--- src/sv/pist_pkg.sv ---
// Package for the point-in-shape test core: widths, codes, state type and helpers.
// Depends on nothing; every other file of the block imports it.
package pist_pkg;

    localparam int MAX_VERTICES = 16;
    localparam int COORD_BITS   = 32;
    localparam int VIDX_W       = $clog2(MAX_VERTICES);
    localparam int CNT_W        = 5;
    localparam int RADIUS_W     = 31;
    localparam int MUL_W        = COORD_BITS + 1;
    localparam int PROD_W       = 2 * MUL_W;
    localparam int ACC_W        = PROD_W + 1;
    localparam int PADDR_W      = 5;
    localparam int PDATA_W      = 32;
    localparam int REG_IDX_W    = 3;

    localparam logic [REG_IDX_W-1:0] REG_SHAPE_KIND    = 3'd0;
    localparam logic [REG_IDX_W-1:0] REG_VERTEX_COUNT  = 3'd1;
    localparam logic [REG_IDX_W-1:0] REG_CENTER_X      = 3'd2;
    localparam logic [REG_IDX_W-1:0] REG_CENTER_Y      = 3'd3;
    localparam logic [REG_IDX_W-1:0] REG_CIRCLE_RADIUS = 3'd4;

    localparam logic ACT_LOAD      = 1'b0;
    localparam logic ACT_QUERY     = 1'b1;
    localparam logic SHAPE_POLYGON = 1'b0;
    localparam logic SHAPE_CIRCLE  = 1'b1;

    typedef enum logic [3:0] {
        ST_IDLE,
        ST_C_DX,
        ST_C_DY,
        ST_C_RR,
        ST_C_CMP,
        ST_P_PRIME,
        ST_P_PREV,
        ST_P_LHS,
        ST_P_RHS,
        ST_P_CMP,
        ST_DONE
    } t_state;

    // Request bundle from the sequencer to the vertex store.
    typedef struct packed {
        logic                         we;
        logic [VIDX_W-1:0]            waddr;
        logic signed [COORD_BITS-1:0] wx;
        logic signed [COORD_BITS-1:0] wy;
        logic                         re;
        logic [VIDX_W-1:0]            raddr;
    } t_store_req;

    // Sign-extends a coordinate to the multiplier operand width.
    function automatic logic signed [MUL_W-1:0] ext_coord(
        input logic signed [COORD_BITS-1:0] v
    );
        return MUL_W'(v);
    endfunction

endpackage

--- src/sv/pist_mul.sv ---
// Shared signed multiplier with a registered product, reused for every product of a query.
// Depends on pist_pkg for the operand and product widths.
module pist_mul import pist_pkg::*; (
    input  logic                     i_clk,
    input  logic signed [MUL_W-1:0]  i_a,
    input  logic signed [MUL_W-1:0]  i_b,
    output logic signed [PROD_W-1:0] o_prod
);

    logic signed [PROD_W-1:0] r_prod;

    always_ff @(posedge i_clk) begin
        r_prod <= PROD_W'(i_a) * PROD_W'(i_b);
    end

    assign o_prod = r_prod;

endmodule

--- config.mk ---
export PLATFORM = sky130hd
export DESIGN_NAME = pist_mul
export DESIGN_NICKNAME = d
export VERILOG_FILES = /design/src/sv/pist_pkg.sv /design/src/sv/pist_mul.sv
export SDC_FILE = /design/constraint.sdc
export NUM_CORES = 2
export LEC_CHECK = 0
export ABC_AREA = 1
export BUFFER_PORTS_ARGS = -buffer_cell sky130_fd_sc_hd__buf_2
export CAP_MARGIN = 0
export CORE_MARGIN = 2
export CORE_UTILIZATION = 41
export DETAILED_ROUTE_END_ITERATION = 16
export PLACE_DENSITY = 0.65
export SYNTH_ARGS = -nofsm -noshare
export SYNTH_HDL_FRONTEND = slang
export SYNTH_SLANG_ARGS = --single-unit
export TNS_END_PERCENT = 10
--- constraint.sdc ---
create_clock -name i_clk -period 20.9 [get_ports i_clk]
set_input_delay 1.045 -clock i_clk [delete_from_list [all_inputs] [get_ports i_clk]]
set_output_delay 1.045 -clock i_clk [all_outputs]
set_load 0.05 [all_outputs]
Word level (Yosys, flattened, before mapping)
Cells that the tools add are included.
{ "op_classes": {"multipliers": 1} }
{ "ops": {"columns": ["op", "count"], "rows": [
  ["multiplier 33 x 33 -> 66 bit", 1]
]} }
{ "totals": {"regBits": 66, "in_bits": 67, "out_inout_bits": 66} }

Longest topological paths before layout
{ "depth": {"word_depth": 1, "depth_mapped": 34} }

Worst setup path before layout
OpenSTA, ideal clock, no wires.
{ "synth_path": {"path_type": "input port to flip-flop", "from": "input port i_a[32]", "to": "register r_prod[60], in the netlist o_prod[60]", "setup_ps": 113, "t_arrival_ps": 7688, "t_required_ps": 20787, "setup_slack_ps": 13099, "cell_stages": 23, "path_buffers": 2, "path_cell_list": "clkbuf_1 clkbuf_1 nand2_1 inv_1 fa_1 fa_1 fa_1 fa_1 inv_1 fa_1 fa_1 fa_1 fa_1 inv_1 ha_1 nand2_1 nor2_1 inv_1 nor3_1 nand2_1 and2_0 nand4_1 nand2_1"} }
{ "synth_between": {"elab_chain_cells": 1} }
{ "synth_lines": {"columns": ["element", "line", "source"], "rows": [
  ["from (decl)", "pist_mul.sv:5", "input logic signed [MUL_W-1:0] i_a,"],
  ["multiplier 33 x 33 -> 66 bit", "pist_mul.sv:13", "r_prod <= PROD_W'(i_a) * PROD_W'(i_b);"],
  ["to (signal assigned)", "pist_mul.sv:13", null],
  ["to (decl)", "pist_mul.sv:10", "logic signed [PROD_W-1:0] r_prod;"]
]} }
No other way between the ends.

Worst setup path in the final report
{ "layout_path": {"from": "input port i_a[32]", "to": "register r_prod[64], in the netlist o_prod[64]"} }
The elaborated chain is that of the path after synthesis.

==> run_results.csv <==
group,metric,value,unit
detailed_routing,vias_per_cell,4.80,
clock_network,cts_setup_buffers,0,
layout,largest_reg_flops,66,
layout,area_delta_synth_final,4.32,%
detailed_routing,drc,0,
critical_path,end_kind,"register",
global_routing,grt.overflow.total,0,
clock_network,clkSinkCount,66,
sta,hold_viol_final,0,
layout,final_util,43.0,%
clock_network,cts_made_buffers,9,
synth,ys_types,35,
clock_network,hold_buffers,0,
detailed_routing,ant_nets,0,
global_routing,grt_util_all_layers,23.2,%
layout,diodes,0,
global_routing,grt_max_degree,35,
detailed_routing,wirelength,119000,um
synth,synth_area_leaders,"fa_1 (53%), inv_1 (16%), nand2_1 (13%)",
sta,rsz0062_at_grt,"false",
synth,synth_edf_count,0,
status,status,"completed",
clock_network,clk_pin_slew,0.07,ns
detailed_routing,dr.pass1.iters,6,
floorplan,die-area,108000,um2
critical_path,cp.required,21.14,ns
floorplan,rows,119,
floorplan,die_h,329,um
synth,synth_top_area_share,53.1,%
synth,syn-num-nets,6972,
synth,synth.most_common_cell,"inv_1",
synth,syn-cell-area,43200,um2
sta,tightest_slew,1.10,ns
critical_path,crit_path_start_kind,"input port",
synth,synthCells,5543,
global_routing,grt_pass1_vias,36600,
sta,setup_tns,0,ns
global_routing,grt_pass1_wl,196000,um
floorplan,start_util,41.2,%
sta,setup_viol,0,
floorplan,core-area,105000,um2
clock_network,cts.path.max_buffers,2,
detailed_routing,vias,32800,
layout,nets,6872,
clock_network,h-tree-depth,3,
synth,synth_commonest_cells,"inv_1 (1894), nand2_1 (1517), fa_1 (1145), clkbuf_1 (262), ha_1 (217)",
synth,synth-warning-count,0,
sta,slew-limit-headroom,26.7,%
layout,drive_above_1_share,4.20,%
floorplan,die_w,329,um
synth,syn-mean-instance-area,7.79,um2
placed_design,gp_congestion,0.957,
sta,maxSlewViolCount,0,
critical_path,worstPathMaxFanout,33,
min_path,hp-class,"input port to register",
clock_network,root_buffer,"clkbuf_16",
sta,fin_crit_sh,40.7,%
placed_design,port_buffers,132,
synth,yosys_register_bits,66,
detailed_routing,wl_per_cell,17.4,um
floorplan,ioPinCount,133,
synth,ys.flop_type,"dfxtp_1",
layout,nFillCells,10600,
synth,synth_top_cell_by_area,"fa_1",
sta,period_minus_slack,8.50,ns
clock_network,cts_resized,0,
placed_design,placed_area,44700,um2
layout,final_area,45000,um2
clock_network,cts_tree,"built",
critical_path,criticalPathCategory,"input port to register",
detailed_routing,drtIter0Drc,2054,
placed_design,post-dp-hpwl,99300,um
global_routing,antenna_found_initial,8,
sta,max_freq,118,MHz
critical_path,critPathArrivalTime,8.75,ns
synth,async_reset_ff_share,0,%
synth,yosysSeqAreaShare,3.06,%
run,drv_cap,0,
## worst max-delay path: stages
cell	delay, ns
buf_2	0.56
nand2_1	0.20
inv_1	0.17
fa_1	0.49
fa_1	0.63
fa_1	0.67
fa_1	1.23
fa_1	0.59
fa_1	0.51
fa_1	0.49
inv_1	0.05
fa_1	0.48
inv_1	0.04
ha_1	0.38
a21oi_1	0.25
a21boi_0	0.33
nand2_1	0.14
nand2_1	0.08
nand2_1	0.05
a21oi_1	0.16
nand2_1	0.07
nand2_1	0.06
nand2_1	0.05
## path summary, 6_finish.rpt
kind | cells after the start | start | end | slack, ns
max | 23 | i_a[32] | o_prod[64] | 12.40
min | 4 | i_a[0] | o_prod[0] | 1.43
## cells in the final DEF (no fill, tap or decap), drive strengths merged
cell	Yosys	routed
nor3	8	8
a21o	2	2
nand3	78	78
nor2	154	154
clkinvlp	0	1
fa	1145	1145
nand2	1534	1534
a21boi	1	1
clkinv	0	4
bufinv	0	1
ha	217	217
or2	6	6
o21bai	14	14
o21a	1	1
o21ai	23	23
clkbuf	262	9
dfxtp	66	66
xnor2	4	4
and2	3	3
nand3b	3	3
nor4	5	5
buf	1	152
xor2	37	37
a21oi	65	65
inv	1895	1896
nand4	19	19
## logic make-up (layout without fill, tap and decap cells)
logic type               after synthesis  count (layout)  share of synthesized area, %
XOR/XNOR                              41              41                         0.832
flip-flops                            66              66                          3.06
adder cells (fa/ha/maj)             1362            1362                          59.4
AO/OA/AOI/OAI                        106             106                          1.38
buffers and inverters               2158            2063                          18.8
AND/OR/NAND/NOR                     1810            1810                          16.6
## per-layer routing
layer,track usage (%),share of wire [%],vias up
met2,41.8,51,1066
met1,29.1,40,16700
li1,-,-,14800
met3,2.93,6.1,228
met5,0,0.071,-
met4,6.71,3.3,14
## cell type report
cell class                      count  area [um2]  area share, %
Clock buffer                        9         225          0.500
Clock inverter                      7        77.6          0.172
Inverter                         1895        7110           15.8
Multi-Input combinational cell   3319       33800           74.9
Sequential cell                    66        1320           2.93
Tap cell                         1391        1740           3.86
Timing Repair Buffer              152         811           1.80
## per-stage QoR
stage	setup WS, ns	std cells	hold WS [ns]
floorplan	13.10	5543	1.31
global placement	12.12	6823	1.51
detailed placement	12.06	6823	1.52
CTS	12.41	6839	1.41
global route	11.82	6839	1.42
finish	12.40	6839	1.43
Power is not shown: default switching activity piles up to over one toggle a cycle in this logic, so the estimate is an artifact.
