--- config.mk ---
export PLATFORM = sky130hd
export DESIGN_NAME = pist_vstore
export DESIGN_NICKNAME = d
export VERILOG_FILES = /design/src/sv/pist_pkg.sv /design/src/sv/pist_vstore.sv
export SDC_FILE = /design/constraint.sdc
export NUM_CORES = 1
export LEC_CHECK = 0
export BUFFER_PORTS_ARGS = -buffer_cell sky130_fd_sc_hd__buf_2
export CAP_MARGIN = 30
export CORE_MARGIN = 1
export CORE_UTILIZATION = 32
export CTS_CLUSTER_SIZE = 16
export DETAILED_ROUTE_END_ITERATION = 8
export SYNTH_ARGS = -nofsm -noshare
export SYNTH_HDL_FRONTEND = slang
export SYNTH_SLANG_ARGS = --single-unit
--- constraint.sdc ---
create_clock -name i_clk -period 10.6 [get_ports i_clk]
set_clock_uncertainty 0.1 [all_clocks]
set_input_delay 1.59 -clock i_clk [delete_from_list [all_inputs] [get_ports i_clk]]
set_output_delay 1.59 -clock i_clk [all_outputs]
set_load 0.05 [all_outputs]
--- src/sv/pist_pkg.sv ---
// Package for the point-in-shape test core: widths, codes, state type and helpers.
// Depends on nothing; every other file of the block imports it.
package pist_pkg;

    localparam int MAX_VERTICES = 16;
    localparam int COORD_BITS   = 32;
    localparam int VIDX_W       = $clog2(MAX_VERTICES);
    localparam int CNT_W        = 5;
    localparam int RADIUS_W     = 31;
    localparam int MUL_W        = COORD_BITS + 1;
    localparam int PROD_W       = 2 * MUL_W;
    localparam int ACC_W        = PROD_W + 1;
    localparam int PADDR_W      = 5;
    localparam int PDATA_W      = 32;
    localparam int REG_IDX_W    = 3;

    localparam logic [REG_IDX_W-1:0] REG_SHAPE_KIND    = 3'd0;
    localparam logic [REG_IDX_W-1:0] REG_VERTEX_COUNT  = 3'd1;
    localparam logic [REG_IDX_W-1:0] REG_CENTER_X      = 3'd2;
    localparam logic [REG_IDX_W-1:0] REG_CENTER_Y      = 3'd3;
    localparam logic [REG_IDX_W-1:0] REG_CIRCLE_RADIUS = 3'd4;

    localparam logic ACT_LOAD      = 1'b0;
    localparam logic ACT_QUERY     = 1'b1;
    localparam logic SHAPE_POLYGON = 1'b0;
    localparam logic SHAPE_CIRCLE  = 1'b1;

    typedef enum logic [3:0] {
        ST_IDLE,
        ST_C_DX,
        ST_C_DY,
        ST_C_RR,
        ST_C_CMP,
        ST_P_PRIME,
        ST_P_PREV,
        ST_P_LHS,
        ST_P_RHS,
        ST_P_CMP,
        ST_DONE
    } t_state;

    // Request bundle from the sequencer to the vertex store.
    typedef struct packed {
        logic                         we;
        logic [VIDX_W-1:0]            waddr;
        logic signed [COORD_BITS-1:0] wx;
        logic signed [COORD_BITS-1:0] wy;
        logic                         re;
        logic [VIDX_W-1:0]            raddr;
    } t_store_req;

    // Sign-extends a coordinate to the multiplier operand width.
    function automatic logic signed [MUL_W-1:0] ext_coord(
        input logic signed [COORD_BITS-1:0] v
    );
        return MUL_W'(v);
    endfunction

endpackage

--- src/sv/pist_vstore.sv ---
// Vertex store: one write port and one read port with registered read data.
// Depends on pist_pkg for t_store_req and the store geometry.
module pist_vstore import pist_pkg::*; (
    input  logic                         i_clk,
    input  t_store_req                   i_req,
    output logic signed [COORD_BITS-1:0] o_rx,
    output logic signed [COORD_BITS-1:0] o_ry
);

    logic signed [COORD_BITS-1:0] r_mem_x [MAX_VERTICES];
    logic signed [COORD_BITS-1:0] r_mem_y [MAX_VERTICES];

    always_ff @(posedge i_clk) begin
        if (i_req.we) begin
            r_mem_x[i_req.waddr] <= i_req.wx;
            r_mem_y[i_req.waddr] <= i_req.wy;
        end
    end

    // Read data holds until the next read is issued.
    always_ff @(posedge i_clk) begin
        if (i_req.re) begin
            o_rx <= r_mem_x[i_req.raddr];
            o_ry <= r_mem_y[i_req.raddr];
        end
    end

endmodule

# Word-level counts from Yosys, hierarchy flattened
# Memories as Yosys holds them, arrays and structs flattened. A register that Yosys moved wholly into a read port is not among the register bits.
# Cells that the tools add are included.
# op_classes
muxes,2
# ops
cell,count
1-bit two-way mux,2
# word_totals
reg_bits,0
ramBits,1024
input_bits,75
n_memories,2
# mem_list
memory,depth,width,read_ports,rd_clocked_by_memory_dff,write_ports,line_no,rtl
r_mem_x,16,32,1,1,1,pist_vstore.sv:10,logic signed [COORD_BITS-1:0] r_mem_x [MAX_VERTICES];
r_mem_y,16,32,1,1,1,pist_vstore.sv:11,logic signed [COORD_BITS-1:0] r_mem_y [MAX_VERTICES];

# Logic depth before layout (Yosys ltp)
# Gate-level depths: netlist (run 1).
# depth
ltp_word,2
depth_mapped,6
depth_no_buf,3

# Least setup slack after synthesis (run 1)
# No wires, ideal clock.
# synth_timing
kind,input port to flip-flop
start,input i_req[72] (netlist bit)
end,memory r_mem_x[0][0] (enable)
t_arrival_ns,6.453
t_required_ns,9.935
path_slack_ns,3.481
stages,2
path_buffers,0
cell_sequence,or3b_2 -> nor3_1
# synth_lines
element,line_no,rtl
from (decl),pist_vstore.sv:5,"input t_store_req i_req,"
to (decl),pist_vstore.sv:10,
# No word-level cell before the write port.

==> impl_results.md, run 1 <==
* CP Capture Type: flip-flop
* Worst setup path category: in -> reg
* Detailed Place HPWL at 48.7 mm
* Slew headroom at 0.321
* GR Overflow Total at 0
* Via count at 18,200
* P_sw at 1.99 mW
* Post-synthesis sequential area ratio at 0.812
* Drt wl/cell at 26.0 um
* Reg2Reg Capture Point: o_ry[30]
* Synth cell types at 17
* Comb power frac at 0.052
* Tcrit/Tclk final at 0.367
* Clock power share at 0.423
* Register Area at 32,700 um^2
* Pin count of the biggest net entering global routing at 113
* CP max FO at 68
* Synth warnings at 0
* Net count after synthesis at 1,722
* WHS Endpoint: o_ry[14]
* Hold WS at 625 ps
* CTS tree: done
* Crit path top cell by count: buf_4
* Die width at 357 um
* First-pass GRT wire length at 135 mm
* Worst-path clk slew at 60 ps
* Initial Utilization at 0.324
* Via density at 5.07
* Post-Syn Area at 40,200 um^2
* Final Max Slew Viols at 0
* Outcome: completed
* Worst Min Path Start: r_mem_y[14][14]
* Drt drc at 0
* Post_cts resized at 0
* Hold crit path type: reg -> reg
* PortBufs at 138
* Worst reg2reg setup slack at 8890 ps
* Leakage at 14.8 nW
* Pwr Density at 198 nW/um^2
* DR iter-0 viols at 1,703
* EDFF count, synth at 1,088
* Worst-case reg-to-reg path depth at 3
* Hold-fix buffers, CTS at 0
* Worst path max stage delay at 680 ps
* Slew at the pin closest to its max-slew limit at 1020 ps
* Layout Nets at 1,940
* Cell chosen for the clock root: clkbuf_16
* Synth Register Bits at 1,088
* Max Fclk at 257 MHz
* Internal at 7.30 mW
* CORE AREA at 124,000 um^2
* Multi-input combinational cell area at 7230 um^2
* Final setup viols at 0
* # fillers at 10,900
* CTS sink count at 1,088
* Fin. Hold Viols at 0
* Req. time, crit path at 10,900 ps
* CP delay by family, top: buffers and inverters
* Post-synth ARST share at 0
* Arrival time at the worst endpoint at 4200 ps
* Post-synthesis to final-layout area growth at 16.7%
* Reg2reg start: r_mem_y[11][30]
* Most frequent cells in the layout: 1,088 x edfxtp_1, 256 x mux4_2, 135 x buf_2, 128 x a22oi_1, 114 x clkbuf_16
* Top_reg_cell synth: edfxtp_1
* I/O Pins at 139
* Post-route antenna net violation count at 0
* Cts bufs inserted at 111
* Setup ws final at 6710 ps
* Clock Path Buffers at 3
* Post-DP Area at 43,200 um^2
* Critical path startpoint category: input port
* Post-route cell area at 46,900 um^2
* Clock Latency Late Sink at 670 ps
* Commonest non-fill, non-tap cell in the layout: edfxtp_1
* RSZ-0062 raised after global routing: no
* CP Cell Sequence: buf_8 -> buf_4 -> buf_4 -> buf_16 -> mux4_2 -> a22oi_1 -> nand2_1
* Crit-path slowest cell: buf_4
* Max-Cap Viols at 0
* Drt total wl at 93.4 mm
* Synth Instances at 1,647
* Setup Fix Bufs, Post-CTS at 0
* Antenna violations before repair at 27
* Die Area at 127,000 um^2
* FP Rows at 129
* DP Worst Slack at 5630 ps
* H-tree depth at 3
* TNS Setup at 0 ps
* WP buf/inv at 4
* GRT Overall Usage at 0.147
* Net Sw Frac at 0.214
* Maximum VDD drop at 0.127 mV
* Share of power burned in registers at 0.525
* Vias in the first global route at 19,200
* Hold Path Cell Cnt at 3
* Routability cong. at 0.683
* Drt first pass iters at 5
* Final min period at 3890 ps
* Layout cell share with drive strength beyond 1 at 0.327
* Die extent in y at 357 um
* Avg Cell Area, Syn at 24.4 um^2
* Crit path launch: i_req[1]
-- flip-flops by register name, indices dropped and copies added (netlist names) --
register,cells
o_ry,32
r_mem_y,512
r_mem_x,512
o_rx,32
-- worst max-delay path by stage --
stage                          to  slack, ps  cells past startpoint
floorplan           r_mem_x[0][0]       3480                      2
global placement          o_rx[1]       5680                      6
detailed placement        o_rx[1]       5630                      6
CTS                       o_rx[1]       6380                      6
global route             o_ry[12]       6610                      5
finish                    o_rx[1]       6710                      7
-- kinds of logic (layout without fill, tap and decap cells) --
logic type | after synthesis | after routing | synth area share
DFF | 1088 | 1088 | 0.812
muxes | 256 | 256 | 0.143
AOI/OAI and AO/OA | 128 | 128 | 0.0239
and+or+nand+nor | 91 | 91 | 0.00927
buffers and inverters | 84 | 395 | 0.0110
other | 0 | 3 | 0
-- per-layer routing --
| metal | GRT usage | up-vias | part of all wire |
|---|---|---|---|
| met5 | 0 | - | 0.0020 |
| met4 | 0.0354 | 28 | 0.019 |
| met3 | 0.0318 | 164 | 0.072 |
| met2 | 0.234 | 618 | 0.48 |
| met1 | 0.205 | 9860 | 0.43 |
| li1 | - | 7571 | - |
-- final cells by class --
class,count,share of cell area
well taps,1637,0.0436
repair buffers,189,0.0268
clock inverters,79,0.0174
flip-flops and latches,1088,0.696
multi-input cells,475,0.154
diodes,3,0.000160
clock buffers,127,0.0618
-- Yosys cell counts, types with 4 or more instances --
library cell	n	share of area
edfxtp_1	1088	0.81
mux4_2	256	0.14
a22oi_1	128	0.024
nand2_1	65	0.0061
clkbuf_1	39	0.0036
buf_4	19	0.0035
nor2_1	13	0.0012
buf_1	10	0.00093
buf_2	10	0.0012
buf_6	6	0.0017
nor3_1	4	0.00050
-- worst reg2reg max path: cells and delay by family, from the launching register on --
| family | cells | cell delay (ps) |
|---|---|---|
| mux | 1 | 470 |
| flops | 1 | 390 |
| simple gates | 1 | 230 |
| compound gates | 1 | 200 |
-- power groups by stage --
stage          combinational [mW]  sequential (mW)  clock, mW
2_1_floorplan               0.229             5.04          0
3_3_place_gp                0.475             4.97          0
3_5_place_dp                0.491             4.97          0
6_report                    0.482             4.88       3.93
5_1_grt                     0.518             4.89       4.17
4_1_cts                     0.492             4.88       4.02
-- stage by stage --
step | std cells | util | power [mW]
CTS | 3594 | 0.378 | 9.39
global route | 3595 | 0.378 | 9.57
finish | 3598 | 0.378 | 9.29
detailed placement | 3388 | 0.348 | 5.46
global placement | 3380 | 0.346 | 5.44
floorplan | 1647 | - | 5.27
Note: power is estimated with default switching activity, not from simulation.
==> run 2, diff against run 1 <==
Clock period 10.6 ns to 3.8 ns, I/O delays scaled along.
==> impl_results.md, run 2 (same netlist as run 1, synthesis figures left out) <==
* Die width at 357 um
* Leakage at 14.6 nW
* Maximum VDD drop at 0.336 mV
* CP max FO at 1
* Tcrit/Tclk final at 0.577
* Final Max Slew Viols at 0
* Fin. Hold Viols at 0
* CP delay by family, top: flip-flops
* H-tree depth at 3
* Internal at 19.4 mW
* Comb power frac at 0.056
* Most frequent cells in the layout: 1,088 x edfxtp_1, 256 x mux4_2, 135 x buf_2, 128 x a22oi_1, 103 x clkbuf_16
* Vias in the first global route at 19,200
* Via density at 5.09
* Share of power burned in registers at 0.553
* Hold WS at 163 ps
* Clock Path Buffers at 3
* Final min period at 2190 ps
* Clock Latency Late Sink at 670 ps
* CTS sink count at 1,088
* Max Fclk at 456 MHz
* Cts bufs inserted at 103
* Final setup viols at 0
* Setup Fix Bufs, Post-CTS at 0
* RSZ-0062 raised after global routing: no
* PortBufs at 138
* Worst-path clk slew at 60 ps
* Drt wl/cell at 26.5 um
* Reg2reg start: r_mem_y[0][22]
* # fillers at 11,000
* CORE AREA at 124,000 um^2
* GRT Overall Usage at 0.148
* Pwr Density at 528 nW/um^2
* Arrival time at the worst endpoint at 1520 ps
* Worst reg2reg setup slack at 2230 ps
* Worst Min Path Start: i_req[67]
* Via count at 18,200
* Drt drc at 0
* Outcome: completed
* Req. time, crit path at 3130 ps
* Initial Utilization at 0.324
* Critical path startpoint category: flip-flop
* P_sw at 5.25 mW
* WP buf/inv at 1
* Detailed Place HPWL at 48.3 mm
* CP Cell Sequence: buf_2
* Worst path max stage delay at 490 ps
* Antenna violations before repair at 34
* CTS tree: done
* FP Rows at 129
* Layout cell share with drive strength beyond 1 at 0.310
* Pin count of the biggest net entering global routing at 65
* Die extent in y at 357 um
* Hold-fix buffers, CTS at 0
* Drt total wl at 94.9 mm
* Layout Nets at 1,939
* Largest registers: r_mem_x (512), r_mem_y (512)
* Post-route antenna net violation count at 0
* Post_cts resized at 0
* DR iter-0 viols at 1,653
* Hold crit path type: in -> reg
* I/O Pins at 139
* Post-synthesis to final-layout area growth at 16.1%
* Commonest non-fill, non-tap cell in the layout: edfxtp_1
* GR Overflow Total at 0
* Slew headroom at 0.440
* Die Area at 127,000 um^2
* Drt first pass iters at 7
* Worst setup path category: reg -> out
* First-pass GRT wire length at 136 mm
* Final Power at 24.6 mW
* TNS Setup at 0 ps
* Cell chosen for the clock root: clkbuf_16
* Slew at the pin closest to its max-slew limit at 841 ps
* CP Capture Type: output pin
* Crit path launch: o_rx[1]
* Max-Cap Viols at 0
* Routability cong. at 0.705
* Crit-path slowest cell: edfxtp_1
* Net Sw Frac at 0.213
* Clock power share at 0.391
==> run 2: changes by cell type in the layout (fill, tap and decap cells not counted), moves of 5 or more <==
cell,previous run,this run
buf_12,5,34
buf_16,5,0
buf_4,42,25
bufinv_16,13,6
clkbuf_1,13,26
clkbuf_16,114,103
clkinv_1,18,26
clkinv_2,28,11
clkinvlp_4,10,1
==> run 2: power groups by stage <==
stage               Sequential (mW)  Combinational (mW)  Clock (mW)
finish                         13.6                1.37        9.64
global route                   13.6                1.47        10.3
CTS                            13.6                1.40        9.85
detailed placement             13.9                1.39           0
global placement               13.9                1.36           0
floorplan                      14.0               0.642           0
==> run 2: path summary, 6_finish.rpt <==
path         depth (start not counted)              end
min reg2reg                          3          o_rx[5]
min                                  1  r_mem_x[10][30]
max reg2reg                          3         o_ry[22]
max                                  1          o_rx[1]
==> run 2: area by class of cell <==
| cell class | count | area (um^2) | share of cell area |
|---|---|---|---|
| flip-flops and latches | 1088 | 32700 | 0.700 |
| diodes | 3 | 7.51 | 0.000161 |
| well taps | 1637 | 2050 | 0.0439 |
| multi-input cells | 475 | 7260 | 0.156 |
| clock inverters | 52 | 437 | 0.00936 |
| repair buffers | 196 | 1570 | 0.0337 |
| clock buffers | 129 | 2680 | 0.0573 |
==> run 2: through the flow <==
stage / worst slack, ps / util / area, um^2 / instances
final: 1610 / 0.376 / 46700 / 3580
after global routing: 1590 / 0.376 / 46700 / 3579
after CTS: 1580 / 0.376 / 46700 / 3577
after detailed placement: 1050 / 0.351 / 43600 / 3396
after global placement: 1060 / 0.351 / 43600 / 3396
after floorplan: -564 / - / 40300 / 1647
==> run 2: per-layer routing <==
layer	vias up	share of wire	GRT usage	wire, um
li1	7557	-	-	-
met1	9895	0.43	0.206	40500
met2	621	0.49	0.240	46400
met3	129	0.069	0.0315	6540
met4	28	0.014	0.0342	1310
met5	-	0.0017	0	162
